--- src/design/mrrb_ram.sv ---
// generic single write port, single read port ram with registered read
// no dependencies

module mrrb_ram #(
    parameter int WIDTH = 16,
    parameter int DEPTH = 256,
    localparam int AW = (DEPTH > 1) ? $clog2(DEPTH) : 1
) (
    input  logic                  clk,
    input  logic                  we,
    input  logic [AW-1:0]         waddr,
    input  logic [WIDTH-1:0]      wdata,
    input  logic [AW-1:0]         raddr,
    output logic [WIDTH-1:0]      rdata
);
    logic [WIDTH-1:0] mem [DEPTH];
    logic [WIDTH-1:0] rdata_reg;

    always_ff @(posedge clk)
    begin
        if (we)
        begin
            mem[waddr] <= wdata;
        end
        rdata_reg <= mem[raddr];
    end

    assign rdata = rdata_reg;

endmodule

--- config.mk ---
export PLATFORM = sky130hd
export DESIGN_NAME = mrrb_ram
export DESIGN_NICKNAME = d
export VERILOG_FILES = /design/src/design/mrrb_ram.sv
export SDC_FILE = /design/constraint.sdc
export NUM_CORES = 2
export LEC_CHECK = 0
export BUFFER_PORTS_ARGS = -buffer_cell sky130_fd_sc_hd__buf_2
export CAP_MARGIN = 0
export CORE_ASPECT_RATIO = 1.5
export CORE_MARGIN = 1.5
export CORE_UTILIZATION = 30
export DETAILED_ROUTE_END_ITERATION = 6
export PLACE_DENSITY_LB_ADDON = 0.08
export SLEW_MARGIN = 15
export SYNTH_ARGS = -nofsm -noshare
export SYNTH_HDL_FRONTEND = slang
export SYNTH_SLANG_ARGS = --single-unit
--- constraint.sdc ---
create_clock -name clk -period 3.6 [get_ports clk]
set_clock_uncertainty 0.05 [all_clocks]
set_input_delay 0.72 -clock clk [delete_from_list [all_inputs] [get_ports clk]]
set_output_delay 0.72 -clock clk [all_outputs]
set_load 0.05 [all_outputs]
==> flow_summary.toml <==
[worst_setup_path]
end_kind = "register"
crit_path_cell_trace = "buf_12 -> buf_12 -> buf_4 -> mux4_2 -> mux2_2 -> a22oi_1 -> buf_4 -> nand2_1 -> o32ai_1 -> nor4_1"
cpPeakStageDelay_ps = 870
path_delay_family = "compound AO/OA/AOI/OAI gates"
worst_setup_path_start_kind = "input pin"
cp_data_arrival_time_ps = 4320
cpMaxStageDelayCell = "o32ai_1"
cp_max_fo = 13
path_class = "in -> reg"
required_ps = 4390
worst-path-buf-inv = 4

[clocking]
clkTransAtPathRegs_ps = 60
numCtsBuffers = 417
clk_latency_ps = 1030
htree_levels = 5
post_cts_buffers = 0
cts_tree = "built"
cts_sinks = 4112
postCtsHoldBufs = 0
cts_resized = 0
cts_buffer_depth = 4
root_buffer = "clkbuf_16"

[power]
ir_drop_uv = 380
p_sw_frac = 0.224
intPower_uw = 79100
p_leak_uw = 0.0608
p_sw_uw = 22800
power_frac_clock = 0.420
seqPwrFrac = 0.519
powerDensity_nw_per_um2 = 535
power_frac_comb = 0.060

[synthesis]
ys_seq_area_frac = 0.777
syn_inst = 7360
syn_area_um2 = 159000
synth_fp_nets = 7394
synth_area_leaders = "edfxtp_1 (77%), mux4_2 (11%), mux2i_1 (3.6%), o221ai_1 (1.4%), nor2_1 (0.72%)"
ys.flop_type = "edfxtp_1"
async_flop_share = 0
synth.avg_cell_area_um2 = 21.6
synth.distinct_cells = 52
synthTopCellsByCount = "edfxtp_1 (4096), mux4_2 (797), mux2i_1 (565), nor2_1 (304), o221ai_1 (252)"
synth_edf_count = 4096
yosys_warnings = 0
yosysMostFrequentCell = "edfxtp_1"
yosysTopAreaCell = "edfxtp_1"
synth_seq_cells = 4112
yosys.area.top_type_share = 0.775

[detailed_routing]
drc = 0
vias_per_cell = 5.03
wl_um = 528000
post_drt_wl_per_cell_um = 33.5
dr_total_vias = 79300
postRouteAntennaNets = 0
dr.pass1.iters = 5
drt_iter0_markers = 6256

[floorplanning]
num_rows = 327
fp.dieH_um = 894
dieArea_um2 = 534000
dieWidth_um = 597
io_pins = 50
core_um2 = 528000
initial_core_util = 0.301

[sta]
fin_tns_setup_ps = 0
period_share = 0.979
fin_hold_ws_ps = 83.5
min_period_ps = 3520
rsz0062_at_grt = "no"
maxSlewHeadroom = 0.198
finalHoldViolCount = 0
fmaxAchievable_mhz = 284
final_max_slew_viol_count = 0
setup_viol_count_final = 0
worst_pin_slew_ps = 1190

[flow_run]
cap_viol_max_count = 0

[global_routing]
grt_pass1_wl_um = 723000
grt_overflow = 0
antenna_found_initial = 37
grt_usage = 0.196
grt_pass1_vias = 84200
grt_max_degree = 106

[finish]
drive_above_1_share = 0.325
largest_reg_flops = 4096
fin_cells = 15800
nNetsFinal = 8539
final_area_um2 = 190000
area_growth_pct = 19.9
nFillCells = 48800

[place]
portBuffers = 49
globalplace.congestion = 0.819
dp_hpwl_um = 351000
postPlaceCellArea_um2 = 177000
dp.cells = 15000

[min_path]
min_path_type = "in -> reg"

[status]
status = "complete, no violations"
==> cells in the final DEF (no fill, tap or decap), drive strengths merged, types with 26 or more instances in the layout <==
cell       n
diode     26
nor3      92
nand4     26
mux4     797
a22oi     43
bufinv    29
a22o      32
a221oi    28
a21oi    175
nand2     38
mux2      88
mux2i    565
o221ai   253
edfxtp  4096
nand3     35
clkinv   172
clkbuf   531
buf     1178
o21ai     38
o22ai    148
nor2     304
==> worst register-to-register path, stage by stage, from the launching register on <==
cell,delay [ps]
edfxtp_1,360
mux4_2,450
mux2_2,290
a22oi_1,720
buf_4,260
nand2_1,100
o32ai_1,870
nor4_1,160
==> cell families after synthesis <==
group | synth area share
DFF | 0.777
and+or+nand+nor | 0.0157
AOI/OAI and AO/OA | 0.0354
muxes | 0.155
buffers and inverters | 0.0169
==> metal layers <==
layer,wire [um],vias to the layer above,share of wire,global-route usage
li1,-,33600,-,-
met1,208000,43500,0.39,0.236
met2,283000,1622,0.54,0.365
met3,18400,540,0.035,0.0227
met4,17800,8,0.034,0.0566
met5,48,-,0.000091,0
==> through the flow <==
stage | power, uW | utilization | worst slack, ps
2_1_floorplan | 56600 | - | 665
3_3_place_gp | 60200 | 0.335 | -1790
3_5_place_dp | 60200 | 0.335 | -1010
4_1_cts | 103000 | 0.360 | 114
5_1_grt | 105000 | 0.360 | 144
6_report | 102000 | 0.361 | 75.8
==> power groups by stage <==
| stage | logic, uW | registers, uW | clock network (uW) |
|---|---|---|---|
| global route | 6480 | 52900 | 45600 |
| global placement | 6280 | 53900 | 0 |
| floorplan | 2600 | 53900 | 0 |
| finish | 6160 | 52900 | 42800 |
| CTS | 6340 | 52900 | 44000 |
| detailed placement | 6330 | 53900 | 0 |
==> final timing paths <==
| kind | endpoint | cells after the start | startpoint | slack [ps] |
|---|---|---|---|---|
| max reg2reg | rdata[12] | 7 | mem[2][12] | 180 |
| min reg2reg | rdata[9] | 6 | mem[216][9] | 1020 |
| min | mem[142][10] | 1 | wdata[10] | 80 |
| max | rdata[12] | 10 | raddr[0] | 80 |
==> cell type report <==
type / instances / area (um^2) / area share
diodes: 26 / 65.1 / 0.000342
clock buffers: 531 / 11200 / 0.0589
clock inverters: 229 / 1990 / 0.0104
inverters: 4 / 27.5 / 0.000145
multi-input cells: 2792 / 33300 / 0.175
flip-flops and latches: 4112 / 123000 / 0.648
well taps: 6909 / 8640 / 0.0454
repair buffers: 1178 / 11700 / 0.0616
No activity file was read; power rests on OpenSTA's default activity.
