**config.mk**
```make
export PLATFORM = sky130hd
export DESIGN_NAME = mrrb_crc
export DESIGN_NICKNAME = d
export VERILOG_FILES = /design/src/design/mrrb_pkg.sv /design/src/design/mrrb_crc.sv
export SDC_FILE = /design/constraint.sdc
export NUM_CORES = 1
export LEC_CHECK = 0
export BUFFER_PORTS_ARGS = -buffer_cell sky130_fd_sc_hd__buf_2
export CAP_MARGIN = 20
export CORE_UTILIZATION = 31
export CTS_BUF_LIST = sky130_fd_sc_hd__clkbuf_4 sky130_fd_sc_hd__clkbuf_8
export DETAILED_ROUTE_END_ITERATION = 8
export GPL_ROUTABILITY_DRIVEN = 0
export SLEW_MARGIN = 40
export SYNTH_ARGS = -nofsm -noshare
export SYNTH_HDL_FRONTEND = slang
export SYNTH_SLANG_ARGS = --single-unit
```
**constraint.sdc**
```tcl
create_clock -name clk -period 3.28 [get_ports clk]
set_input_delay 0.328 -clock clk [delete_from_list [all_inputs] [get_ports clk]]
set_output_delay 0.328 -clock clk [all_outputs]
set_load 0.02 [all_outputs]
```
**src/design/mrrb_pkg.sv**
```systemverilog
// shared types, constants and the crc byte step for the response frame builder
// no dependencies

package mrrb_pkg;

    // request operation codes on the func input
    localparam logic [2:0] F_READ_HOLD   = 3'd0;
    localparam logic [2:0] F_READ_INP    = 3'd1;
    localparam logic [2:0] F_WRITE_ONE   = 3'd2;
    localparam logic [2:0] F_WRITE_MULTI = 3'd3;
    localparam logic [2:0] F_LOAD_HOLD   = 3'd4;
    localparam logic [2:0] F_LOAD_INP    = 3'd5;

    // function codes placed on the wire
    localparam logic [7:0] FC_READ_HOLD   = 8'h03;
    localparam logic [7:0] FC_READ_INP    = 8'h04;
    localparam logic [7:0] FC_WRITE_ONE   = 8'h06;
    localparam logic [7:0] FC_WRITE_MULTI = 8'h10;
    localparam logic [7:0] FC_EXC_FLAG    = 8'h80;
    localparam logic [7:0] EXC_ILLEGAL_ADDRESS = 8'h02;

    // configuration register indexes
    localparam logic [1:0] REG_DEVICE_ADDRESS = 2'd0;
    localparam logic [1:0] REG_HOLDING_LIMIT  = 2'd1;
    localparam logic [1:0] REG_INPUT_LIMIT    = 2'd2;

    localparam logic [7:0]  DEVICE_ADDRESS_RESET = 8'd1;
    localparam logic [8:0]  LIMIT_RESET          = 9'd256;

    localparam logic [15:0] CRC_INIT = 16'hFFFF;
    localparam logic [15:0] CRC_POLY = 16'hA001;

    typedef struct packed {
        logic init;
        logic update;
    } crc_ctrl_t;

    typedef enum logic [10:0] {
        S_CLEAR = 11'b000_0000_0001,
        S_IDLE  = 11'b000_0000_0010,
        S_ADDR  = 11'b000_0000_0100,
        S_CODE  = 11'b000_0000_1000,
        S_EXC   = 11'b000_0001_0000,
        S_BCNT  = 11'b000_0010_0000,
        S_DHI   = 11'b000_0100_0000,
        S_DLO   = 11'b000_1000_0000,
        S_WR    = 11'b001_0000_0000,
        S_CRCL  = 11'b010_0000_0000,
        S_CRCH  = 11'b100_0000_0000
    } state_t;

    // reflected crc-16, one byte folded in
    function automatic logic [15:0] crc_byte(input logic [15:0] crc, input logic [7:0] b);
        logic [15:0] c;
        c = crc ^ {8'h00, b};
        for (int k = 0; k < 8; k++)
        begin
            if (c[0])
                c = (c >> 1) ^ CRC_POLY;
            else
                c = c >> 1;
        end
        return c;
    endfunction

endpackage

```
**src/design/mrrb_crc.sv**
```systemverilog
// running modbus crc-16 over the frame bytes, one byte per cycle
// depends on mrrb_pkg

module mrrb_crc (
    input  logic                clk,
    input  logic                rst_n,
    input  mrrb_pkg::crc_ctrl_t ctl,
    input  logic [7:0]          data,
    output logic [15:0]         crc
);
    logic [15:0] crc_reg;
    logic [15:0] crc_next;

    always_comb
    begin
        crc_next = crc_reg;
        if (ctl.init)
            crc_next = mrrb_pkg::CRC_INIT;
        else if (ctl.update)
            crc_next = mrrb_pkg::crc_byte(crc_reg, data);
    end

    always_ff @(posedge clk or negedge rst_n)
    begin
        if (!rst_n)
            crc_reg <= mrrb_pkg::CRC_INIT;
        else
            crc_reg <= crc_next;
    end

    assign crc = crc_reg;

endmodule

```
==> results of run 1 <==
final timing paths:
path	start	to	cells after the start
worst max-delay path	crc[3]	crc[15]	5
worst min-delay path	rst_n	crc[7]	1
worst max register to register	crc[3]	crc[15]	5
worst min register to register	crc[9]	crc[9]	2
max in group asynchronous	rst_n	crc[3]	1
min in group clk	ctl[1]	crc[9]	2
report_power, final:
part           switching, uW  total, uW  leakage (uW)  internal [uW]
registers               31.9        294      0.000169            262
clock network           66.3        134     0.0000210           67.6
logic                    186        344      0.000251            158
total                    284        772      0.000441            487
final cells by class:
type | count | share of cell area
Clock buffer | 4 | 0.0334
Sequential cell | 16 | 0.387
Timing Repair Buffer | 27 | 0.124
Inverter | 1 | 0.00345
Multi-Input combinational cell | 65 | 0.417
Tap cell | 31 | 0.0357
cell families after synthesis:
logic type,share of synthesized area
compound gates,0.108
flops,0.469
buf+inv,0.0251
xor+xnor,0.221
simple gates,0.177
layer usage:
metal / wire length [um] / share of wire / up-vias
met4: 35 / 0.019 / 0
li1: - / - / 338
met2: 790 / 0.42 / 18
met5: 0 / 0 / -
met1: 965 / 0.51 / 320
met3: 87 / 0.046 / 4
synth_stat cells, types with 2 or more instances:
cell type / instances
clkbuf_1: 5
xnor2_1: 13
nor2b_1: 4
a21oi_1: 8
and3_1: 2
nor2_1: 10
or2_2: 7
xor2_1: 5
a211o_1: 5
dfstp_2: 16
nor3_1: 4
worst max-delay path: stages (launching register included):
cell and delay (ns):
dfstp_2 0.55, xor2_1 0.24, xnor2_1 0.18, xnor3_2 0.50
and3_1 0.19, nor3_1 0.17
metrics by stage:
stage / setup slack, ns / area [um2] / hold WS [ns] / power [uW]
finish: 1.38 / 1090 / 0.222 / 772
global route: 1.24 / 1090 / 0.274 / 820
detailed placement: 1.39 / 1050 / 0.536 / 642
floorplan: 1.41 / 896 / 0.180 / 557
global placement: 1.44 / 1050 / 0.526 / 632
CTS: 1.37 / 1090 / 0.238 / 780
==> key figures, run 1 <==
Flow run
  – Max cap viols: 0

Floorplan
  – Die area: 0.00311 mm2
  – Initial core utilization: 0.325
  – Core box area: approximately 0.0028 mm2
  – Die Height: about 56 um
  – Die width: 55.8 um
  – Cell row count: 19
  – # IOs: 28

Clock network
  – H-tree levels: 1
  – Clock root buffer: clkbuf_4
  – Inserted Clock Buffers: 3
  – Clk Latency, worst-skew pair: a little under 0.3 ns
  – Num Clock Sinks: 16
  – Clock Pin Slew Worst Setup and Hold Paths: 0.10 ns
  – CTS tree: done
  – Post-cts sizing count: 0
  – Hold-fix buffers at CTS: 0
  – Worst-case clock buffer depth: 2
  – Postcts setup bufs: 0

Global route
  – Largest net degree at the start of global routing: 28
  – Met3 Track Usage GR: 0.0279
  – GR Overflow Total: 0
  – GR peak layer: met2
  – First-pass GRT wire length: 3330 um
  – Routing usage on met1: 0.198
  – Vias in the first global route: 694
  – Initial antenna violation count: 0
  – Overall Global Routing Usage: 0.140
  – Met2 Use GR: 0.201

Layout
  – Post-layout util: 0.394
  – Non-filler cells, final: 144
  – Largest register FFs: 16
  – Area of the multi-input gates: 453 um2
  – Ant. Diodes: 0
  – Area growth syn-to-layout: 21.4%
  – Storage cell area: roughly 420 um2
  – # nets final: 126
  – Most frequent cells in the layout: buf_2, dfstp_2, xnor2_1
  – Layout cells sized above 1: 0.496
  – Most common cell after layout, fill and taps aside: buf_2
  – Fillcell total: 287

Setup path
  – CP endpoint kind: flop
  – Crit path kind: reg2reg
  – CP max FO: 5
  – Reg2Reg Setup Slack: 1.38 ns
  – Worst setup SP type: flop
  – Required time worst endpoint: 3.50 ns
  – Critical Path AT: 2.12 ns

Timing
  – Final Cycle Share: 0.579
  – Worst-Margin Slew: about 0.46 ns
  – Unrepaired setup endpoints after global routing: false
  – Setup TNS: 0 ns
  – Max_slew headroom: 0.694
  – # setup viols final: 0
  – Final Hold Viols: 0
  – Fmax: 0.527 GHz
  – Final Max Slew Viols: 0
  – Clock Skew: 0.00570 ns
  – Minimum clock period: roughly 1.9 ns

Logic synthesis
  – Share of the synthesized area in the top cell type: 0.469
  – Yosys warnings: 0
  – Number of synthesized flops with an enable pin: 0
  – Synth cell types: 19
  – Async S/R FF share, synth: 1.00
  – Synth top area cells: dfstp_2, xnor2_1, a211o_1
  – FF+latch count, synth: 16
  – Post-Syn Instances: between 80 and 90
  – Top_reg_cell synth: dfstp_2
  – Syn Area/Cell: 10.3 um2
  – Area leader, netlist: dfstp_2
  – Syn nets: 99
  – Mapped cell area: 896 um2
  – Share of the yosys chip area belonging to registers: 0.469

Route
  – Initial DRC count: 31
  – Detailed-route wire length per cell: 13.0 um
  – Final wirelength: approximately 1900 um
  – Vias: 680
  – Post-route antenna net violation count: 0
  – Drt pass-1 iters: 3
  – Post-DR vias/cell: 4.72
  – DRC viols: 0

Worst hold path
  – Hold Path Class: in2async

Power and ir drop
  – Leakage power figure: 0.000441 uW
  – Worst vdd ir: 0.000398 V
  – Power Density: 710 mW/mm2

Place
  – Number of port buffers: 27
  – Cell count after placement: 140
  – DP HPWL: 1340 um

Run status
  – Status: completed
Note: power is estimated with default switching activity, not from simulation.
==> run 2: changes to the inputs <==
==> constraint.sdc (replaced) <==
create_clock -name clk -period 1.6 [get_ports clk]
set_input_delay 0.16 -clock clk [delete_from_list [all_inputs] [get_ports clk]]
set_output_delay 0.16 -clock clk [all_outputs]
set_load 0.02 [all_outputs]
==> run 2 against run 1 <==
The run now ends with setup timing left. Critical path depth unchanged. Register-to-register slack got worse by 1.5 ns. Clock skew down 0.0013 ns. Core utilization increased by 8.2 points. Sequential cell count did not move. Non-clock buffer count is 19 higher. Setup slack worse by 1.5 ns. Largest power group unchanged. Power up 140%. Highest routed layer unchanged. First-iteration DRC count decreased by 65%. Final cell count up 13%. Critical path type unchanged. Clock power up 110%. Routed wire length is 6.9% higher.
==> key figures, run 2 (synthesized netlist as in run 1, its figures left out) <==
Run status
  – Status: finished, violations left
  – Failing checks: setup timing

Route
  – Initial DRC count: 11
  – Drt pass-1 iters: 3
  – Vias: 760
  – Post-route antenna net violation count: 0
  – Final wirelength: 2010 um
  – Detailed-route wire length per cell: 12.3 um
  – Post-DR vias/cell: 4.66
  – DRC viols: 0

Layout
  – # nets final: 145
  – Most common cell after layout, fill and taps aside: buf_2
  – Post-layout util: 0.476
  – Area growth syn-to-layout: 46.6%
  – Layout cells sized above 1: 0.667
  – Area of the multi-input gates: 537 um2
  – Storage cell area: 420 um2
  – Most frequent cells in the layout: buf_2, buf_4, dfstp_2
  – Fillcell total: 275
  – Largest register FFs: 16
  – Ant. Diodes: 0
  – Design area: 0.00131 mm2

Setup path
  – Critical path's slowest cell: dfstp_2
  – Cell mode on critical path: xnor2_2
  – CP endpoint kind: flop
  – Setup crit start: crc[4]
  – Worst setup SP type: flop
  – CP max FO: 5
  – Worst r2r src: crc[4]
  – Worst R2R End: crc[14]
  – Required time worst endpoint: 1.83 ns
  – FF-to-FF path depth: 5
  – CP Depth: 5
  – Reg2Reg Setup Slack: -0.15 ns
  – Worst setup path endpoint: crc[14]
  – CP delay by family, top: XOR/XNOR gates
  – Max incr delay on CP: 0.57 ns
  – Buf/Inv on CP: 0
  – Crit path kind: reg2reg
  – Critical Path AT: 1.98 ns
  – CP Cell Sequence: xnor2_2 > xnor2_2 > xnor3_2 > nor3b_2 > nor3_2

Floorplan
  – Core box area: 0.00276 mm2
  – # IOs: 28
  – Die Height: 55.8 um
  – Cell row count: 19
  – Die area: 0.00311 mm2
  – Initial core utilization: 0.325
  – Die width: between 50 and 60 um

Clock network
  – Worst-case clock buffer depth: 2
  – Inserted Clock Buffers: 3
  – Hold-fix buffers at CTS: 0
  – H-tree levels: 1
  – Num Clock Sinks: 16
  – CTS tree: done
  – Clk Latency, worst-skew pair: 0.30 ns
  – Clock Pin Slew Worst Setup and Hold Paths: 0.10 ns
  – Clock root buffer: clkbuf_4

Timing
  – Slack of the critical path: -0.146 ns
  – Fmax: 0.573 GHz
  – Final Max Slew Viols: 0
  – Worst-Margin Slew: 0.377 ns
  – Clock Skew: 0.00439 ns
  – Unrepaired setup endpoints after global routing: true
  – Final Hold Viols: 0
  – Max_slew headroom: 0.748
  – Minimum clock period: 1.75 ns
  – Setup TNS: -0.384 ns
  – Final Cycle Share: 1.09
  – # setup viols final: 3

Place
  – Number of port buffers: 27
  – Placed inst area: approximately 0.0012 mm2
  – DP HPWL: 1380 um
  – Place WS: -0.173 ns

Power and ir drop
  – Leakage power figure: about 0.00057 uW
  – Power Density: 1390 mW/mm2
  – Worst vdd ir: 0.000773 V

Global route
  – GR Overflow Total: 0
  – Vias in the first global route: 789
  – Overall Global Routing Usage: 0.150
  – Largest net degree at the start of global routing: 19
  – Initial antenna violation count: 0
  – First-pass GRT wire length: 3520 um

Worst hold path
  – Hold Path Class: in2async

Flow run
  – Max cap viols: 0
## run 2: cell count changes in the layout (fill, tap and decap cells not counted), moves of 2 or more
| cell | before | now |
|---|---|---|
| and3_1 | 2 | 0 |
| xnor2_1 | 13 | 7 |
| and3_4 | 0 | 2 |
| xnor2_2 | 1 | 7 |
| nor3_2 | 0 | 2 |
| nor3_1 | 4 | 2 |
| buf_4 | 0 | 19 |
## run 2: layout make-up
| cell class | instances | area share |
|---|---|---|
| Clock buffer | 4 | 0.0276 |
| Inverter | 1 | 0.00286 |
| Multi-Input combinational cell | 65 | 0.409 |
| Sequential cell | 16 | 0.320 |
| Tap cell | 31 | 0.0295 |
| Timing Repair Buffer | 46 | 0.211 |
## run 2: worst register-to-register path, stage by stage, from the launching register on
cell and delay (ns):
dfstp_2 0.57, xnor2_2 0.14, xnor2_2 0.16, xnor3_2 0.51
nor3b_2 0.24, nor3_2 0.07
## run 2: how the worst min path moves through the flow
stage,endpoint,slack (ns),cells after the start
finish,crc[6],0.05,1
detailed placement,crc[6],0.40,1
global placement,crc[6],0.38,1
CTS,crc[0],0.06,1
global route,crc[0],0.08,1
floorplan,crc[0],0.01,0
## run 2: through the flow
stage	hold WS, ns	power, uW	cells
after floorplan	0.0122	1150	87
after global placement	0.384	1440	154
after detailed placement	0.396	1450	154
after CTS	0.0646	1820	161
after global routing	0.0781	1950	163
final	0.0470	1830	163
## run 2: metal layers
layer,part of all wire,wire length (um),GRT usage,vias up
met4,0.023,46,0.0857,0
li1,-,-,-,376
met1,0.46,923,0.195,362
met2,0.48,968,0.231,17
met5,0,0,0,-
met3,0.034,69,0.0302,5
## run 2: where the power goes
group / leakage [uW] / switching (uW) / internal [uW]
registers: 0.000169 / 66.0 / 537
logic: 0.000380 / 447 / 497
clock network: 0.0000210 / 139 / 139
total: 0.000570 / 652 / 1170
## run 2: repair_timing
item	in CTS	in global routing
setup endpoints to repair	4	5
buffers inserted	3	2
gates resized for setup	9	1
pin swaps	5	3
==> run 3: changes to the inputs <==
--- a/config.mk
+++ b/config.mk
@@ -5,6 +5,7 @@
 export SDC_FILE = /design/constraint.sdc
 export NUM_CORES = 1
 export LEC_CHECK = 0
+export ABC_AREA = 1
 export BUFFER_PORTS_ARGS = -buffer_cell sky130_fd_sc_hd__buf_2
 export CAP_MARGIN = 20
 export CORE_UTILIZATION = 31
==> run 3 against run 2 <==
The flow still finishes with violations (setup timing). Synthesized cell count is 71% higher. Via count rose by 40%. Routed wire length up 27%. Maximum frequency is 8.3% higher. Clock power is 21% lower. Sequential power fell by 15%. Die area grew 15%. Clock skew down 0.0029 ns. Setup slack better by 0.13 ns. Design area is 4.2% higher. Critical path type unchanged.
==> key figures, run 3 <==
Floorplan
  – Core box area: 0.00310 mm2
  – Cell row count: 20
  – Die width: about 60 um
  – Initial core utilization: 0.333
  – Die area: around 0.0036 mm2
  – Die Height: 59.7 um
  – # IOs: 28

Clock network
  – Clk Latency, worst-skew pair: 0.29 ns
  – Hold-fix buffers at CTS: 0
  – Inserted Clock Buffers: 3
  – Clock Pin Slew Worst Setup and Hold Paths: around 0.09 ns
  – Num Clock Sinks: 16
  – CTS tree: done
  – Worst-case clock buffer depth: 2
  – Clock root buffer: clkbuf_4
  – H-tree levels: 1

Power and ir drop
  – Power Density: 875 mW/mm2
  – Leakage power figure: between 0.0007 and 0.0008 uW
  – Final Power: 1200 uW
  – Worst vdd ir: 0.000363 V

Setup path
  – Setup crit start: crc[0]
  – Worst r2r src: crc[0]
  – Reg2Reg Setup Slack: -0.01 ns
  – Critical Path AT: 1.84 ns
  – Crit path kind: reg2reg
  – Required time worst endpoint: 1.83 ns
  – CP max FO: 5
  – CP endpoint kind: flop
  – FF-to-FF path depth: 15
  – Worst setup SP type: flop

Global route
  – First-pass GRT wire length: 3770 um
  – GR Overflow Total: 0
  – Vias in the first global route: 927
  – Initial antenna violation count: 0
  – Largest net degree at the start of global routing: 17
  – Overall Global Routing Usage: 0.143

Timing
  – Worst-Margin Slew: 0.504 ns
  – Final Cycle Share: 1.01
  – Clock Skew: 0.00150 ns
  – # setup viols final: 1
  – Unrepaired setup endpoints after global routing: true
  – Fmax: 0.620 GHz
  – Max_slew headroom: 0.663
  – Final Max Slew Viols: 0
  – Slack of the critical path: -0.0123 ns
  – Final Hold Viols: 0
  – Minimum clock period: 1.61 ns

Logic synthesis
  – Number of synthesized flops with an enable pin: 0
  – Async S/R FF share, synth: 1.00
  – Post-Syn Instances: 149
  – Yosys warnings: 0
  – Share of the synthesized area in the top cell type: 0.407
  – Most common cell in the netlist: nand2_1
  – FF+latch count, synth: 16
  – Area leader, netlist: dfstp_2
  – Synth top area cells: dfstp_2, nand2_1, inv_1
  – Top_reg_cell synth: dfstp_2
  – Mapped cell area: 0.00103 mm2
  – Top cells by count, synth: nand2_1, dfstp_2, inv_1
  – Syn nets: approximately 160
  – Share of the yosys chip area belonging to registers: 0.407
  – Synth cell types: 18
  – Syn Area/Cell: 6.94 um2

Layout
  – # nets final: 198
  – Area growth syn-to-layout: 32.4%
  – Largest register FFs: 16
  – Non-filler cells, final: between 200 and 250
  – Most common cell after layout, fill and taps aside: nand2_1
  – Fillcell total: 354
  – Layout cells sized above 1: 0.511
  – Ant. Diodes: 0
  – Most frequent cells in the layout: nand2_1, buf_2, nand2_2
  – Post-layout util: 0.441

Route
  – Final wirelength: about 2500 um
  – Post-DR vias/cell: about 4.7
  – Vias: roughly 1100
  – Post-route antenna net violation count: 0
  – Drt pass-1 iters: 4
  – Initial DRC count: 9
  – Detailed-route wire length per cell: ~11 um
  – DRC viols: 0

Place
  – Cell count after placement: 220
  – Place WS: 0.00464 ns
  – Number of port buffers: 27
  – DP HPWL: 1920 um

Flow run
  – Max cap viols: 0

Run status
  – Status: finished, violations left
  – Failing checks: setup timing

Worst hold path
  – Hold Path Class: in2async
run 3: cell count changes in the layout (fill, tap and decap cells not counted), moves of 5 or more:
cell | before | now
or2_2 | 7 | 1
o21ai_0 | 0 | 5
nand2_1 | 0 | 46
nand2_2 | 0 | 26
a211o_1 | 5 | 0
xnor2_1 | 7 | 1
buf_4 | 19 | 6
inv_2 | 0 | 8
xnor2_2 | 7 | 0
inv_1 | 1 | 14
run 3: cells by family after synthesis:
| kind of cell | after synthesis | synth area share |
|---|---|---|
| compound gates | 20 | 0.119 |
| buf+inv | 23 | 0.0835 |
| xor+xnor | 2 | 0.0242 |
| flops | 16 | 0.407 |
| simple gates | 88 | 0.367 |
run 3: layer usage:
metal / up-vias / GRT usage / part of all wire
li1: 541 / - / -
met1: 499 / 0.182 / 0.47
met2: 17 / 0.238 / 0.48
met3: 5 / 0.0195 / 0.029
met4: 0 / 0.0664 / 0.017
met5: - / 0 / 0
run 3: final cells by class:
cell class,count,area (um2),share of cell area
clock buffer,3,22.5,0.0165
tap,44,55.1,0.0402
multi-input combinational,110,608,0.444
inverter,22,82.6,0.0603
timing repair buffer,33,180,0.132
sequential,16,420,0.307
run 3: worst paths after layout:
check | endpoint
worst max-delay path | crc[0]
worst min-delay path | crc[13]
worst max register to register | crc[0]
worst min register to register | crc[3]
max in group asynchronous | crc[4]
min in group clk | crc[4]
run 3: what timing repair did:
action	4_1_cts	5_1_grt
endpoints found under the setup margin	1	3
endpoints found under the hold margin	0	0
resized for setup	1	24
setup buffers	0	5
pin swaps	0	18
run 3: metrics by stage:
step / TNS, ns / instance area [um2] / hold slack [ns]
after floorplan: 0 / 1030 / 0.0122
after CTS: 0 / 1250 / 0.0730
after global routing: -0.146 / 1370 / 0.0826
final: -0.0123 / 1370 / 0.0429
after global placement: 0 / 1230 / 0.382
after detailed placement: 0 / 1230 / 0.394
run 3: critical path, stage by stage, from the launching register on:
cell and delay, ns:
dfstp_2 0.60, inv_2 0.06, nand2_2 0.07, nand2_2 0.05, nand2_2 0.08, nand2_2 0.07
nand2_2 0.06, nand2_2 0.08, inv_2 0.07, nand2_4 0.06, nand2_4 0.07, nand2_2 0.06
nand3_2 0.07, nand2_1 0.05, nand2_1 0.05, nand2_1 0.05
run 3: power breakdown:
group / switching [uW] / leakage (uW) / internal (uW) / total [uW]
clock network: 132 / 0.0000138 / 87.7 / 219
registers: 38.5 / 0.000169 / 473 / 512
logic: 294 / 0.000528 / 172 / 466
total: 464 / 0.000711 / 733 / 1200
