`config.mk`:
```
export PLATFORM = sky130hd
export DESIGN_NAME = mrrb_frame
export DESIGN_NICKNAME = d
export VERILOG_FILES = /design/src/design/mrrb_pkg.sv /design/src/design/mrrb_frame.sv
export SDC_FILE = /design/constraint.sdc
export NUM_CORES = 1
export LEC_CHECK = 0
export BUFFER_PORTS_ARGS = -buffer_cell sky130_fd_sc_hd__buf_2
export CAP_MARGIN = 40
export CORE_MARGIN = 2
export CORE_UTILIZATION = 35
export DETAILED_ROUTE_END_ITERATION = 10
export PLACE_DENSITY = 0.59
export RECOVER_POWER = 50
export SKIP_LAST_GASP = 1
export SLEW_MARGIN = 20
export SYNTH_ARGS = -nofsm -noshare
export SYNTH_HDL_FRONTEND = slang
export SYNTH_SLANG_ARGS = --single-unit
```
`constraint.sdc`:
```
create_clock -name clk -period 3.6 [get_ports clk]
set_input_delay 0.72 -clock clk [delete_from_list [all_inputs] [get_ports clk]]
set_output_delay 0.72 -clock clk [all_outputs]
set_load 0.005 [all_outputs]
```
`src/design/mrrb_pkg.sv`:
```
// shared types, constants and the crc byte step for the response frame builder
// no dependencies

package mrrb_pkg;

    // request operation codes on the func input
    localparam logic [2:0] F_READ_HOLD   = 3'd0;
    localparam logic [2:0] F_READ_INP    = 3'd1;
    localparam logic [2:0] F_WRITE_ONE   = 3'd2;
    localparam logic [2:0] F_WRITE_MULTI = 3'd3;
    localparam logic [2:0] F_LOAD_HOLD   = 3'd4;
    localparam logic [2:0] F_LOAD_INP    = 3'd5;

    // function codes placed on the wire
    localparam logic [7:0] FC_READ_HOLD   = 8'h03;
    localparam logic [7:0] FC_READ_INP    = 8'h04;
    localparam logic [7:0] FC_WRITE_ONE   = 8'h06;
    localparam logic [7:0] FC_WRITE_MULTI = 8'h10;
    localparam logic [7:0] FC_EXC_FLAG    = 8'h80;
    localparam logic [7:0] EXC_ILLEGAL_ADDRESS = 8'h02;

    // configuration register indexes
    localparam logic [1:0] REG_DEVICE_ADDRESS = 2'd0;
    localparam logic [1:0] REG_HOLDING_LIMIT  = 2'd1;
    localparam logic [1:0] REG_INPUT_LIMIT    = 2'd2;

    localparam logic [7:0]  DEVICE_ADDRESS_RESET = 8'd1;
    localparam logic [8:0]  LIMIT_RESET          = 9'd256;

    localparam logic [15:0] CRC_INIT = 16'hFFFF;
    localparam logic [15:0] CRC_POLY = 16'hA001;

    typedef struct packed {
        logic init;
        logic update;
    } crc_ctrl_t;

    typedef enum logic [10:0] {
        S_CLEAR = 11'b000_0000_0001,
        S_IDLE  = 11'b000_0000_0010,
        S_ADDR  = 11'b000_0000_0100,
        S_CODE  = 11'b000_0000_1000,
        S_EXC   = 11'b000_0001_0000,
        S_BCNT  = 11'b000_0010_0000,
        S_DHI   = 11'b000_0100_0000,
        S_DLO   = 11'b000_1000_0000,
        S_WR    = 11'b001_0000_0000,
        S_CRCL  = 11'b010_0000_0000,
        S_CRCH  = 11'b100_0000_0000
    } state_t;

    // reflected crc-16, one byte folded in
    function automatic logic [15:0] crc_byte(input logic [15:0] crc, input logic [7:0] b);
        logic [15:0] c;
        c = crc ^ {8'h00, b};
        for (int k = 0; k < 8; k++)
        begin
            if (c[0])
                c = (c >> 1) ^ CRC_POLY;
            else
                c = c >> 1;
        end
        return c;
    endfunction

endpackage

```
`src/design/mrrb_frame.sv`:
```
// frame sequencer: request checks, store load and clear, byte-serial frame output
// depends on mrrb_pkg; drives the store rams and the crc unit

module mrrb_frame #(
    parameter int STORE_DEPTH    = 256,
    parameter int MAX_READ_COUNT = 29,
    localparam int AW = (STORE_DEPTH > 1) ? $clog2(STORE_DEPTH) : 1
) (
    input  logic                 clk,
    input  logic                 rst_n,
    input  logic                 start,
    output logic                 busy,
    input  logic [2:0]           func,
    input  logic [15:0]          start_address,
    input  logic [15:0]          quantity,
    input  logic [15:0]          reg_value,
    input  logic [7:0]           device_address,
    input  logic [8:0]           holding_limit,
    input  logic [8:0]           input_limit,
    output logic                 hold_we,
    output logic                 inp_we,
    output logic [AW-1:0]        mem_waddr,
    output logic [15:0]          mem_wdata,
    output logic [AW-1:0]        mem_raddr,
    input  logic [15:0]          hold_rdata,
    input  logic [15:0]          inp_rdata,
    output mrrb_pkg::crc_ctrl_t  crc_ctl,
    output logic [7:0]           crc_data,
    input  logic [15:0]          crc,
    output logic [7:0]           out_byte,
    output logic                 last_byte,
    output logic                 strobe
);
    localparam int CW = $clog2(MAX_READ_COUNT + 1);
    localparam logic [AW-1:0] CLR_LAST = AW'(STORE_DEPTH - 1);

    mrrb_pkg::state_t state_reg, state_next;
    logic [AW-1:0] clr_reg, clr_next;
    logic          strobe_reg, strobe_next;
    logic          last_reg, last_next;

    logic [7:0]    out_byte_reg;
    logic [7:0]    code_reg, code_next;
    logic          err_reg, err_next;
    logic          rd_inp_reg, rd_inp_next;
    logic [31:0]   pay_reg, pay_next;
    logic [CW-1:0] cnt_reg, cnt_next;
    logic [15:0]   addr_reg, addr_next;
    logic [1:0]    wr_idx_reg, wr_idx_next;
    logic [7:0]    lo_reg, lo_next;
    logic          oor_reg;

    logic          accept;
    logic          frame_go;
    logic          ld_ok;
    logic          clearing;
    logic [16:0]   sum;
    logic          over_cnt;
    logic [7:0]    byte_next;
    logic          emit;
    logic [15:0]   word;

    assign busy     = (state_reg != mrrb_pkg::S_IDLE);
    assign accept   = start && !busy;
    assign frame_go = accept && ((func == mrrb_pkg::F_READ_HOLD) || (func == mrrb_pkg::F_READ_INP)
                      || (func == mrrb_pkg::F_WRITE_ONE) || (func == mrrb_pkg::F_WRITE_MULTI));
    assign clearing = (state_reg == mrrb_pkg::S_CLEAR);
    assign ld_ok    = ({1'b0, start_address} < 17'(STORE_DEPTH));

    // store writes: clearing pass after reset, or a load request
    assign hold_we   = clearing || (accept && (func == mrrb_pkg::F_LOAD_HOLD) && ld_ok);
    assign inp_we    = clearing || (accept && (func == mrrb_pkg::F_LOAD_INP) && ld_ok);
    assign mem_waddr = clearing ? clr_reg : start_address[AW-1:0];
    assign mem_wdata = clearing ? 16'h0000 : reg_value;
    assign mem_raddr = addr_reg[AW-1:0];

    // request checks
    assign sum      = {1'b0, start_address} + {1'b0, quantity};
    assign over_cnt = (quantity > 16'(MAX_READ_COUNT));

    always_comb
    begin
        err_next  = err_reg;
        code_next = code_reg;
        if (accept)
        begin
            case (func)
                mrrb_pkg::F_READ_HOLD:
                begin
                    err_next  = (sum > {8'h00, holding_limit}) || over_cnt;
                    code_next = mrrb_pkg::FC_READ_HOLD;
                end
                mrrb_pkg::F_READ_INP:
                begin
                    err_next  = (sum > {8'h00, input_limit}) || over_cnt;
                    code_next = mrrb_pkg::FC_READ_INP;
                end
                mrrb_pkg::F_WRITE_ONE:
                begin
                    err_next  = (start_address > {7'h00, holding_limit});
                    code_next = mrrb_pkg::FC_WRITE_ONE;
                end
                mrrb_pkg::F_WRITE_MULTI:
                begin
                    err_next  = (sum > {8'h00, holding_limit});
                    code_next = mrrb_pkg::FC_WRITE_MULTI;
                end
                default:
                begin
                    err_next  = 1'b0;
                    code_next = 8'h00;
                end
            endcase
        end
    end

    // read data word, zero above the store
    assign word = oor_reg ? 16'h0000 : (rd_inp_reg ? inp_rdata : hold_rdata);

    always_comb
    begin
        state_next  = state_reg;
        clr_next    = clr_reg;
        rd_inp_next = rd_inp_reg;
        pay_next    = pay_reg;
        cnt_next    = cnt_reg;
        addr_next   = addr_reg;
        wr_idx_next = wr_idx_reg;
        lo_next     = lo_reg;
        byte_next   = 8'h00;
        emit        = 1'b0;
        last_next   = 1'b0;

        case (state_reg)
            mrrb_pkg::S_CLEAR:
            begin
                clr_next = clr_reg + AW'(1);
                if (clr_reg == CLR_LAST)
                    state_next = mrrb_pkg::S_IDLE;
            end
            mrrb_pkg::S_IDLE:
            begin
                if (accept)
                begin
                    rd_inp_next = (func == mrrb_pkg::F_READ_INP);
                    pay_next    = {start_address,
                                   (func == mrrb_pkg::F_WRITE_ONE) ? reg_value : quantity};
                    cnt_next    = quantity[CW-1:0];
                    addr_next   = start_address;
                    wr_idx_next = 2'd0;
                end
                if (frame_go)
                    state_next = mrrb_pkg::S_ADDR;
            end
            mrrb_pkg::S_ADDR:
            begin
                emit       = 1'b1;
                byte_next  = device_address;
                state_next = mrrb_pkg::S_CODE;
            end
            mrrb_pkg::S_CODE:
            begin
                emit = 1'b1;
                if (err_reg)
                begin
                    byte_next  = code_reg | mrrb_pkg::FC_EXC_FLAG;
                    state_next = mrrb_pkg::S_EXC;
                end
                else
                begin
                    byte_next = code_reg;
                    if ((code_reg == mrrb_pkg::FC_READ_HOLD) || (code_reg == mrrb_pkg::FC_READ_INP))
                        state_next = mrrb_pkg::S_BCNT;
                    else
                        state_next = mrrb_pkg::S_WR;
                end
            end
            mrrb_pkg::S_EXC:
            begin
                emit       = 1'b1;
                byte_next  = mrrb_pkg::EXC_ILLEGAL_ADDRESS;
                state_next = mrrb_pkg::S_CRCL;
            end
            mrrb_pkg::S_BCNT:
            begin
                // ram read of the first word is in flight during this byte
                emit      = 1'b1;
                byte_next = 8'({cnt_reg, 1'b0});
                if (cnt_reg == '0)
                    state_next = mrrb_pkg::S_CRCL;
                else
                    state_next = mrrb_pkg::S_DHI;
            end
            mrrb_pkg::S_DHI:
            begin
                emit       = 1'b1;
                byte_next  = word[15:8];
                lo_next    = word[7:0];
                addr_next  = addr_reg + 16'd1;
                state_next = mrrb_pkg::S_DLO;
            end
            mrrb_pkg::S_DLO:
            begin
                emit      = 1'b1;
                byte_next = lo_reg;
                cnt_next  = cnt_reg - CW'(1);
                if (cnt_reg == CW'(1))
                    state_next = mrrb_pkg::S_CRCL;
                else
                    state_next = mrrb_pkg::S_DHI;
            end
            mrrb_pkg::S_WR:
            begin
                // four payload bytes shifted out high first
                emit        = 1'b1;
                byte_next   = pay_reg[31:24];
                pay_next    = {pay_reg[23:0], 8'h00};
                wr_idx_next = wr_idx_reg + 2'd1;
                if (wr_idx_reg == 2'd3)
                    state_next = mrrb_pkg::S_CRCL;
            end
            mrrb_pkg::S_CRCL:
            begin
                emit       = 1'b1;
                byte_next  = crc[7:0];
                state_next = mrrb_pkg::S_CRCH;
            end
            mrrb_pkg::S_CRCH:
            begin
                emit       = 1'b1;
                byte_next  = crc[15:8];
                last_next  = 1'b1;
                state_next = mrrb_pkg::S_IDLE;
            end
            default:
            begin
                state_next = mrrb_pkg::S_IDLE;
            end
        endcase
    end

    assign strobe_next    = emit;
    assign crc_ctl.init   = accept;
    assign crc_ctl.update = emit && (state_reg != mrrb_pkg::S_CRCL)
                            && (state_reg != mrrb_pkg::S_CRCH);
    assign crc_data       = byte_next;

    always_ff @(posedge clk or negedge rst_n)
    begin
        if (!rst_n)
        begin
            state_reg  <= mrrb_pkg::S_CLEAR;
            clr_reg    <= '0;
            strobe_reg <= 1'b0;
            last_reg   <= 1'b0;
            wr_idx_reg <= 2'd0;
        end
        else
        begin
            state_reg  <= state_next;
            clr_reg    <= clr_next;
            strobe_reg <= strobe_next;
            last_reg   <= last_next;
            wr_idx_reg <= wr_idx_next;
        end
    end

    always_ff @(posedge clk)
    begin
        out_byte_reg <= byte_next;
        code_reg     <= code_next;
        err_reg      <= err_next;
        rd_inp_reg   <= rd_inp_next;
        pay_reg      <= pay_next;
        cnt_reg      <= cnt_next;
        addr_reg     <= addr_next;
        lo_reg       <= lo_next;
        oor_reg      <= ({1'b0, addr_reg} >= 17'(STORE_DEPTH));
    end

    assign out_byte  = out_byte_reg;
    assign last_byte = last_reg;
    assign strobe    = strobe_reg;

endmodule

```
==> results of run 1 <==
[power by group through the flow]
stage	registers, mW	clock network [mW]	logic (mW)
after floorplan	1.35	0	0.393
after global placement	1.38	0	0.643
after detailed placement	1.37	0	0.651
after CTS	1.35	1.14	0.657
after global routing	1.36	1.18	0.736
final	1.35	1.12	0.660
[Yosys cell counts, types with 11 or more instances]
cell,count
nand2_1,157
edfxtp_1,67
ha_1,49
nor2_1,46
o21ai_0,43
inv_1,36
a21oi_1,33
clkbuf_1,28
xnor2_1,24
dfrtp_1,22
and2_1,20
nand3_1,19
mux2i_1,18
nor3_1,16
a31oi_1,11
nor3b_1,11
[metrics by stage]
| stage | utilization [%] | total power [mW] | setup WS (ns) | area (sq um) |
|---|---|---|---|---|
| floorplan | - | 1.75 | 0.133 | 6680 |
| detailed placement | 42.5 | 2.02 | -0.266 | 7950 |
| global placement | 42.4 | 2.02 | -0.198 | 7940 |
| finish | 44.2 | 3.12 | 0.155 | 8270 |
| global route | 44.2 | 3.28 | -0.0334 | 8270 |
| CTS | 44.3 | 3.14 | 0.0499 | 8290 |
[worst max-delay path by stage]
| stage | from | endpoint | slack, ns |
|---|---|---|---|
| finish | state_reg[10]$_DFFE_PN0P_ | mem_wdata[8] | 0.15 |
| global route | start_address[0] | err_reg$_DFFE_PP_ | -0.03 |
| CTS | state_reg[8]$_DFFE_PN0P_ | crc_data[7] | 0.05 |
| detailed placement | start_address[0] | err_reg$_DFFE_PP_ | -0.27 |
| global placement | start_address[0] | err_reg$_DFFE_PP_ | -0.20 |
| floorplan | start_address[0] | err_reg$_DFFE_PP_ | 0.13 |
[layer usage]
layer	vias to the layer above	part of all wire, %	wire [um]	track usage (%)
met5	-	0	0	0
met4	0	2.9	603	7.74
met3	31	6.1	1290	3.84
met2	220	45	9370	32.0
met1	2854	46	9720	28.1
li1	3038	-	-	-
[cell families after synthesis]
logic type | after synthesis | synth area share, %
simple gates | 321 | 22.6
compound gates | 149 | 14.5
flops | 99 | 41.5
buf+inv | 76 | 4.82
fa+ha+maj | 50 | 9.48
xor+xnor | 34 | 4.46
mux | 18 | 2.70
[critical path, stage by stage, from the launching register on]
cell	delay [ns]
dfrtp_1	0.41
nor4_1	0.47
nand3_1	0.20
or3b_1	0.82
and2_1	0.35
buf_2	0.13
[timing repair]
item | CTS | global route
hold buffers | 0 | 0
gates resized for setup | 0 | 10
setup endpoints to repair | 0 | 9
[layout make-up]
| type | instances | area share, % |
|---|---|---|
| clock buffers | 9 | 2.72 |
| clock inverters | 7 | 1.39 |
| inverters | 36 | 1.63 |
| multi-input cells | 572 | 43.7 |
| flip-flops and latches | 99 | 33.5 |
| well taps | 234 | 3.54 |
| repair buffers | 215 | 13.5 |
==> flow_summary.yaml, run 1 <==
power_and_ir_drop:
  cell_internal_pwr_mw: 2.27
  clock_power_share_pct: 35.8
  switching_share_pct: 27.4
  cellLeakagePower_nw: 3.82
  power_density_nw_per_um2: 378
  power_frac_comb_pct: 21.1
  p_sw_uw: 855
  seq_power_share_pct: 43.1
  ir_worst_vdd_mv: 0.252
clocking:
  cts_max_path_buffers: 2
  cts_tree: "yes"
  postCtsSetupBuffers: 0
  numCtsBuffers: 9
  cts.sinks: 99
  clkTransAtPathRegs_ns: 0.07
  htreeDepth: 3
  cts_root_buffer: "clkbuf_16"
  clkLatencyLatePin_ns: 0.35
sta:
  drv_slew: 37
  post-route-period-util_pct: 95.7
  timing.hold.ws_ns: 0.483
  fmax_ghz: 0.290
  worst-slew-pin-transition_ns: 2.10
  hold_violations: 0
  rsz0062_at_grt: "yes"
  skew_ns: 0.0121
  layout_min_cycle_time_ns: 3.45
  relSlewSlack_pct: -40.2
  setup_viol: 0
  fin_setup_tns_ns: 0
cells_and_area:
  regArea_sq_um: 2770
  syn_to_final_growth_pct: 23.8
  nets: 1111
  final_cell_mix: "buf_2 (175), nand2_1 (157), edfxtp_1 (67), ha_1 (49), nor2_1 (45)"
  largest_register_ff_count: 32
  antenna_cells: 0
  n_fill_cell: 1877
  drive_gt1_share_pct: 24.6
  final_common_cell: "buf_2"
  multi_input_area_sq_um: 3610
  final_cells: 1172
yosys:
  synth_nets: 925
  syn_inst: 747
  synth_edf_count: 67
  synth_top_area_cell: "edfxtp_1"
  ys.warnings.count: 0
  synth_area_sq_um: 6680
  synth.avg_cell_area_sq_um: 8.94
  yosysUniqueCellTypes: 60
  yosys.area.top_type_share_pct: 30.1
  synth_top_flop_cell: "edfxtp_1"
  synth_area_leaders: "edfxtp_1 (30%), ha_1 (9.2%), nand2_1 (8.8%)"
  ys_seq_area_share_pct: 41.5
  synthArstFlopShare_pct: 23.2
  ys_ff_latch: 99
critical_path:
  cp-end-kind: "primary output"
  crit_path_max_fanout: 27
  worstPathRequired_ns: 2.88
  reg2reg_from: "state_reg[10]$_DFFE_PN0P_"
  worst_ep_arrival_time_ns: 2.73
  r2r_end: "pay_reg[23]$_DFFE_PP_"
  critPathKind: "flip-flop to primary output"
  startpoint_type: "flip-flop"
  r2r_setup_slack_ns: 0.34
  reg2reg_depth: 5
detailed_routing:
  wl_per_cell_um: 17.9
  first_pass_iters: 7
  ant_nets: 0
  vias: 6143
  viasPerCell: 5.24
  wl_mm: 21.0
  drt_iter0_drc: 404
  drc: 0
place:
  hpwlAfterDp_mm: 16.5
  io_buffers: 182
  place_congestion: 0.948
  dp_cells: 1156
global_routing:
  antenna_found_initial: 1
  track_usage_pct: 20.4
  grt_pass1_wl_mm: 31.3
  gr-total-overflow: 0
  grt_pass1_vias: 5726
  grt_max_degree: 37
die:
  io_pins: 183
  design.die.area_sq_um: 20200
  die_h_um: 142
  fp.dieW_um: 142
  rows: 50
  core-area_sq_um: 18700
  initial_core_util_pct: 35.7
min_path:
  min-delay-path-class: "flip-flop to flip-flop"
  holdPathStages: 1
  min_from: "err_reg$_DFFE_PP_"
  hold_path_end: "state_reg[5]$_DFFE_PN0P_"
run_status:
  outcome: "complete, but fails checks"
  violations: "max-capacitance violations, max-slew violations"
run:
  max_cap_viol_count: 1
No activity file was read; power rests on OpenSTA's default activity.
==> run 2, diff against run 1 <==
--- a/config.mk
+++ b/config.mk
@@ -5,13 +5,14 @@
 export SDC_FILE = /design/constraint.sdc
 export NUM_CORES = 1
 export LEC_CHECK = 0
+export ABC_CLOCK_PERIOD_IN_PS = 3600
 export BUFFER_PORTS_ARGS = -buffer_cell sky130_fd_sc_hd__buf_2
 export CAP_MARGIN = 40
 export CORE_MARGIN = 2
 export CORE_UTILIZATION = 35
 export DETAILED_ROUTE_END_ITERATION = 10
 export PLACE_DENSITY = 0.59
-export RECOVER_POWER = 50
+export RECOVER_POWER = 100
 export SKIP_LAST_GASP = 1
 export SLEW_MARGIN = 20
 export SYNTH_ARGS = -nofsm -noshare
==> run 2 against run 1 <==
  * The flow still finishes with violations (max-capacitance violations, max-slew violations)
  * Die area is the same
  * Power barely moved
  * Sequential share of layout area rose by 0.081 points
  * Sequential power about the same
  * Global-route usage is the same
  * Maximum frequency is 0.73% lower
  * Largest cell class unchanged
  * Highest routed layer unchanged
==> flow_summary.yaml, run 2 (synthesis results as in run 1) <==
place:
  dp_cells: 1156
  place_area_sq_um: 7950
  io_buffers: 182
  post-place-ws_ns: -0.266
  place_congestion: 0.948
  hpwlAfterDp_mm: 16.5
detailed_routing:
  wl_mm: 21.0
  drt_iter0_drc: 415
  wl_per_cell_um: 18.0
  wl_met2_mm: 9.41
  first_pass_iters: 5
  top_layer_used: "met4"
  vias: 6144
  drc: 0
  wl_met1_mm: 9.88
  viasPerCell: 5.24
  wl_met3_mm: 1.16
  ant_nets: 0
sta:
  setup_viol: 0
  skew_ns: 0.0110
  timing.hold.ws_ns: 0.481
  rsz0062_at_grt: "yes"
  layout_min_cycle_time_ns: 3.47
  post-route-period-util_pct: 96.4
  hold_violations: 0
  drv_slew: 37
  worst-slew-pin-transition_ns: 2.09
  layout_setup_ws_ns: 0.129
  fmax_ghz: 0.288
  relSlewSlack_pct: -39.1
cells_and_area:
  syn_to_final_growth_pct: 23.5
  drive_gt1_share_pct: 23.2
  antenna_cells: 0
  nets: 1111
  final_cell_mix: "buf_2 (159), nand2_1 (157), edfxtp_1 (67), ha_1 (49), nor2_1 (46)"
  fin_area_sq_um: 8250
  final_cells: 1172
  final_util_pct: 44.1
  n_fill_cell: 1883
  largest_register_ff_count: 32
  final_common_cell: "buf_2"
critical_path:
  cp-end-kind: "primary output"
  crit_path_max_fanout: 27
  crit_start: "state_reg[10]$_DFFE_PN0P_"
  reg2reg_from: "state_reg[10]$_DFFE_PN0P_"
  critPathKind: "flip-flop to primary output"
  worst_path_max_delay_cell: "or3b_1"
  worst_ep_arrival_time_ns: 2.75
  worstPathRequired_ns: 2.88
  cp_cell_sequence: "nor4_1 -> nand3_1 -> or3b_1 -> and2_1 -> buf_2"
  startpoint_type: "flip-flop"
  slowest_delay_ns: 0.82
power_and_ir_drop:
  cellLeakagePower_nw: 3.77
  ir_worst_vdd_mv: 0.254
  power_density_nw_per_um2: 379
run:
  max_cap_viol_count: 1
clocking:
  cts.sinks: 99
  cts_tree: "yes"
  htreeDepth: 3
  cts_max_path_buffers: 2
  cts_root_buffer: "clkbuf_16"
  holdBufCountCts: 0
  postCtsSetupBuffers: 0
  clkLatencyLatePin_ns: 0.35
  clkTransAtPathRegs_ns: 0.07
  numCtsBuffers: 9
die:
  io_pins: 183
  core-area_sq_um: 18700
  fp.dieW_um: 142
  initial_core_util_pct: 35.7
  design.die.area_sq_um: 20200
  rows: 50
  die_h_um: 142
global_routing:
  track_usage_pct: 20.4
  antenna_found_initial: 1
  gr-total-overflow: 0
  grt_pass1_wl_mm: 31.3
  grt_max_degree: 37
  grt_pass1_vias: 5726
min_path:
  min-delay-path-class: "flip-flop to flip-flop"
  min_from: "err_reg$_DFFE_PP_"
run_status:
  violations: "max-capacitance violations, max-slew violations"
  outcome: "complete, but fails checks"
## run 2: power breakdown
part | leakage (nW) | internal (mW) | switching (mW)
clock network | 0.160 | 0.678 | 0.440
logic | 2.59 | 0.287 | 0.372
registers | 1.02 | 1.30 | 0.0464
total | 3.77 | 2.27 | 0.858
## run 2: worst paths after layout
check                                           endpoint  slack, ns  depth (start not counted)
worst min-delay path            state_reg[5]$_DFFE_PN0P_       0.48                          1
max in group asynchronous         clr_reg[5]$_DFFE_PN0P_       2.24                          1
worst max-delay path                        mem_wdata[8]       0.13                          5
worst min register to register  state_reg[5]$_DFFE_PN0P_       0.48                          1
worst max register to register     pay_reg[23]$_DFFE_PP_       0.32                          5
min in group asynchronous               strobe$_DFF_PN0_       0.61                          1
## run 2: metrics by stage
| step | power [mW] | setup TNS (ns) |
|---|---|---|
| after floorplan | 1.75 | 0 |
| after global placement | 2.02 | -0.198 |
| after detailed placement | 2.02 | -0.266 |
| after CTS | 3.14 | 0 |
| after global routing | 3.27 | -0.0635 |
| final | 3.12 | 0 |
## run 2: per-layer routing
| metal | vias up | GRT usage [%] |
|---|---|---|
| met5 | - | 0 |
| met4 | 0 | 7.74 |
| met3 | 30 | 3.84 |
| met2 | 214 | 32.0 |
| met1 | 2856 | 28.1 |
| li1 | 3044 | - |
## run 2: repair_timing
action,CTS,global route
setup endpoints to repair,0,9
endpoints found under the hold margin,0,0
resized for setup,0,10
## run 2: final cells by class
class	instances	area [sq um]	share of cell area, %
clock inverters	7	115	1.40
well taps	234	293	3.55
clock buffers	9	225	2.73
inverters	36	135	1.64
multi-input cells	572	3610	43.7
flip-flops and latches	99	2770	33.6
repair buffers	215	1100	13.4
## run 2: worst max-delay path: cells and delay by family (launching register included)
family	cells	cell delay, ns
simple gates	4	1.86
flops	1	0.41
buf+inv	1	0.13
==> run 3, diff against run 2 <==
--- a/config.mk
+++ b/config.mk
@@ -6,11 +6,12 @@
 export NUM_CORES = 1
 export LEC_CHECK = 0
 export ABC_CLOCK_PERIOD_IN_PS = 3600
-export BUFFER_PORTS_ARGS = -buffer_cell sky130_fd_sc_hd__buf_2
+export BUFFER_PORTS_ARGS = -buffer_cell sky130_fd_sc_hd__buf_4
 export CAP_MARGIN = 40
 export CORE_MARGIN = 2
 export CORE_UTILIZATION = 35
 export DETAILED_ROUTE_END_ITERATION = 10
+export MAX_ROUTING_LAYER = met4
 export PLACE_DENSITY = 0.59
 export RECOVER_POWER = 100
 export SKIP_LAST_GASP = 1
==> run 3 against run 2 <==
  * The run now ends clean
  * Die area did not move
  * Sequential share of layout area shrank 1.6 points
  * Flip-flop and latch count stayed put
  * Final cell count is essentially flat
  * Non-clock buffer count decreased by 1
  * Highest routed layer unchanged
  * Sequential power about the same
  * Utilization grew 2.2 points
  * Register-to-register slack better by 0.05 ns
  * Clock power down 11%
  * Critical endpoint is now crc_data[0]
==> flow_summary.yaml, run 3 (synthesis results as in run 1) <==
run_status:
  outcome: "finished clean"
clocking:
  cts_root_buffer: "clkbuf_16"
  cts_max_path_buffers: 2
  htreeDepth: 3
  numCtsBuffers: 9
  holdBufCountCts: 0
  clkLatencyLatePin_ns: 0.36
  cts.sinks: 99
  clkTransAtPathRegs_ns: 0.07
  cts_tree: "yes"
detailed_routing:
  wl_per_cell_um: 18.3
  vias: 6157
  drc: 0
  viasPerCell: 5.26
  drt_iter0_drc: 427
  first_pass_iters: 5
  wl_mm: 21.4
  ant_nets: 0
critical_path:
  worst_ep_arrival_time_ns: 2.69
  startpoint_type: "flip-flop"
  crit_path_max_fanout: 9
  worstPathRequired_ns: 2.88
  reg2reg_from: "state_reg[10]$_DFFE_PN0P_"
  critPathKind: "flip-flop to primary output"
  crit_start: "state_reg[10]$_DFFE_PN0P_"
  cp-end-kind: "primary output"
power_and_ir_drop:
  clock_power_share_pct: 32.6
  switching_share_pct: 28.5
  seq_power_share_pct: 44.2
  p_sw_uw: 868
  ir_worst_vdd_mv: 0.222
  power_density_nw_per_um2: 352
  power_frac_comb_pct: 23.2
  cell_internal_pwr_mw: 2.18
  cellLeakagePower_nw: 3.92
sta:
  setup_viol: 0
  fmax_ghz: 0.293
  worst-slew-pin-transition_ns: 1.29
  rsz0062_at_grt: "yes"
  hold_violations: 0
  skew_ns: 0.0113
  post-route-period-util_pct: 94.7
  layout_min_cycle_time_ns: 3.41
  layout_setup_ws_ns: 0.192
  timing.hold.ws_ns: 0.495
  relSlewSlack_pct: 14.2
  drv_slew: 0
  fin_setup_tns_ns: 0
cells_and_area:
  fin_area_sq_um: 8660
  syn_to_final_growth_pct: 29.8
  final_common_cell: "buf_4"
  drive_gt1_share_pct: 25.0
  final_util_pct: 46.3
  final_cell_mix: "buf_4 (166), nand2_1 (157), edfxtp_1 (67), ha_1 (49), nor2_1 (45)"
  antenna_cells: 0
  n_fill_cell: 1853
  nets: 1110
  largest_register_ff_count: 32
place:
  post-place-ws_ns: -0.261
  hpwlAfterDp_mm: 16.9
  io_buffers: 182
  place_congestion: 0.913
  place_area_sq_um: 8390
die:
  io_pins: 183
  fp.dieW_um: 142
  design.die.area_sq_um: 20200
  die_h_um: 142
  core-area_sq_um: 18700
  rows: 50
  initial_core_util_pct: 35.7
min_path:
  min_from: "err_reg$_DFFE_PP_"
  min-delay-path-class: "flip-flop to flip-flop"
run:
  max_cap_viol_count: 0
global_routing:
  grt_max_degree: 37
  grt_pass1_wl_mm: 32.7
  grt_pass1_vias: 5910
  gr-total-overflow: 0
  antenna_found_initial: 0
  track_usage_pct: 21.9
## run 3: per-stage QoR
step | power, mW | cells
CTS | 3.07 | 1170
floorplan | 1.75 | 747
finish | 3.05 | 1171
global placement | 2.07 | 1153
global route | 3.20 | 1171
detailed placement | 2.08 | 1154
## run 3: worst max-delay path, stage by stage (launching register included)
cell and delay, ns:
dfrtp_1 0.41, nor4_1 0.50, nand3_1 0.28, nor4b_1 0.38, buf_4 0.25, a22oi_1 0.08
nand2_1 0.11, a221oi_1 0.05, o21ai_0 0.12, buf_4 0.15
## run 3: layout make-up
type / count / area, sq um / share of cell area [%]
multi-input cells: 572 / 3600 / 41.6
flip-flops and latches: 99 / 2770 / 32.0
repair buffers: 214 / 1570 / 18.1
well taps: 234 / 293 / 3.38
clock buffers: 10 / 229 / 2.64
inverters: 36 / 135 / 1.56
clock inverters: 6 / 66.3 / 0.766
## run 3: layer usage
metal	up-vias	part of all wire, %	track usage (%)
met4	0	2.8	7.26
li1	3033	-	-
met2	214	45	33.8
met5	-	0	-
met1	2877	46	29.1
met3	33	5.7	4.04
## run 3: power by group through the flow
stage                     sequential, mW  combinational [mW]  clock, mW
after CTS                           1.35               0.709       1.01
after global placement              1.38               0.690          0
final                               1.35               0.708      0.993
after detailed placement            1.37               0.704          0
after floorplan                     1.35               0.393          0
after global routing                1.36               0.792       1.05
## run 3: path summary, 6_finish.rpt
path / slack (ns) / endpoint / cells after the start
setup reg to reg: 0.37 / pay_reg[29]$_DFFE_PP_ / 5
min in group asynchronous: 0.62 / clr_reg[2]$_DFFE_PN0P_ / 1
setup / recovery: 0.19 / crc_data[0] / 9
max in group asynchronous: 2.22 / strobe$_DFF_PN0_ / 1
hold / removal: 0.49 / state_reg[5]$_DFFE_PN0P_ / 1
hold reg to reg: 0.49 / state_reg[5]$_DFFE_PN0P_ / 1
## run 3: repair_timing
| item | in CTS | in global routing |
|---|---|---|
| setup endpoints to repair | 0 | 10 |
| endpoints found under the hold margin | 0 | 0 |
| buffers inserted | 0 | 1 |
| gates resized for setup | 0 | 11 |
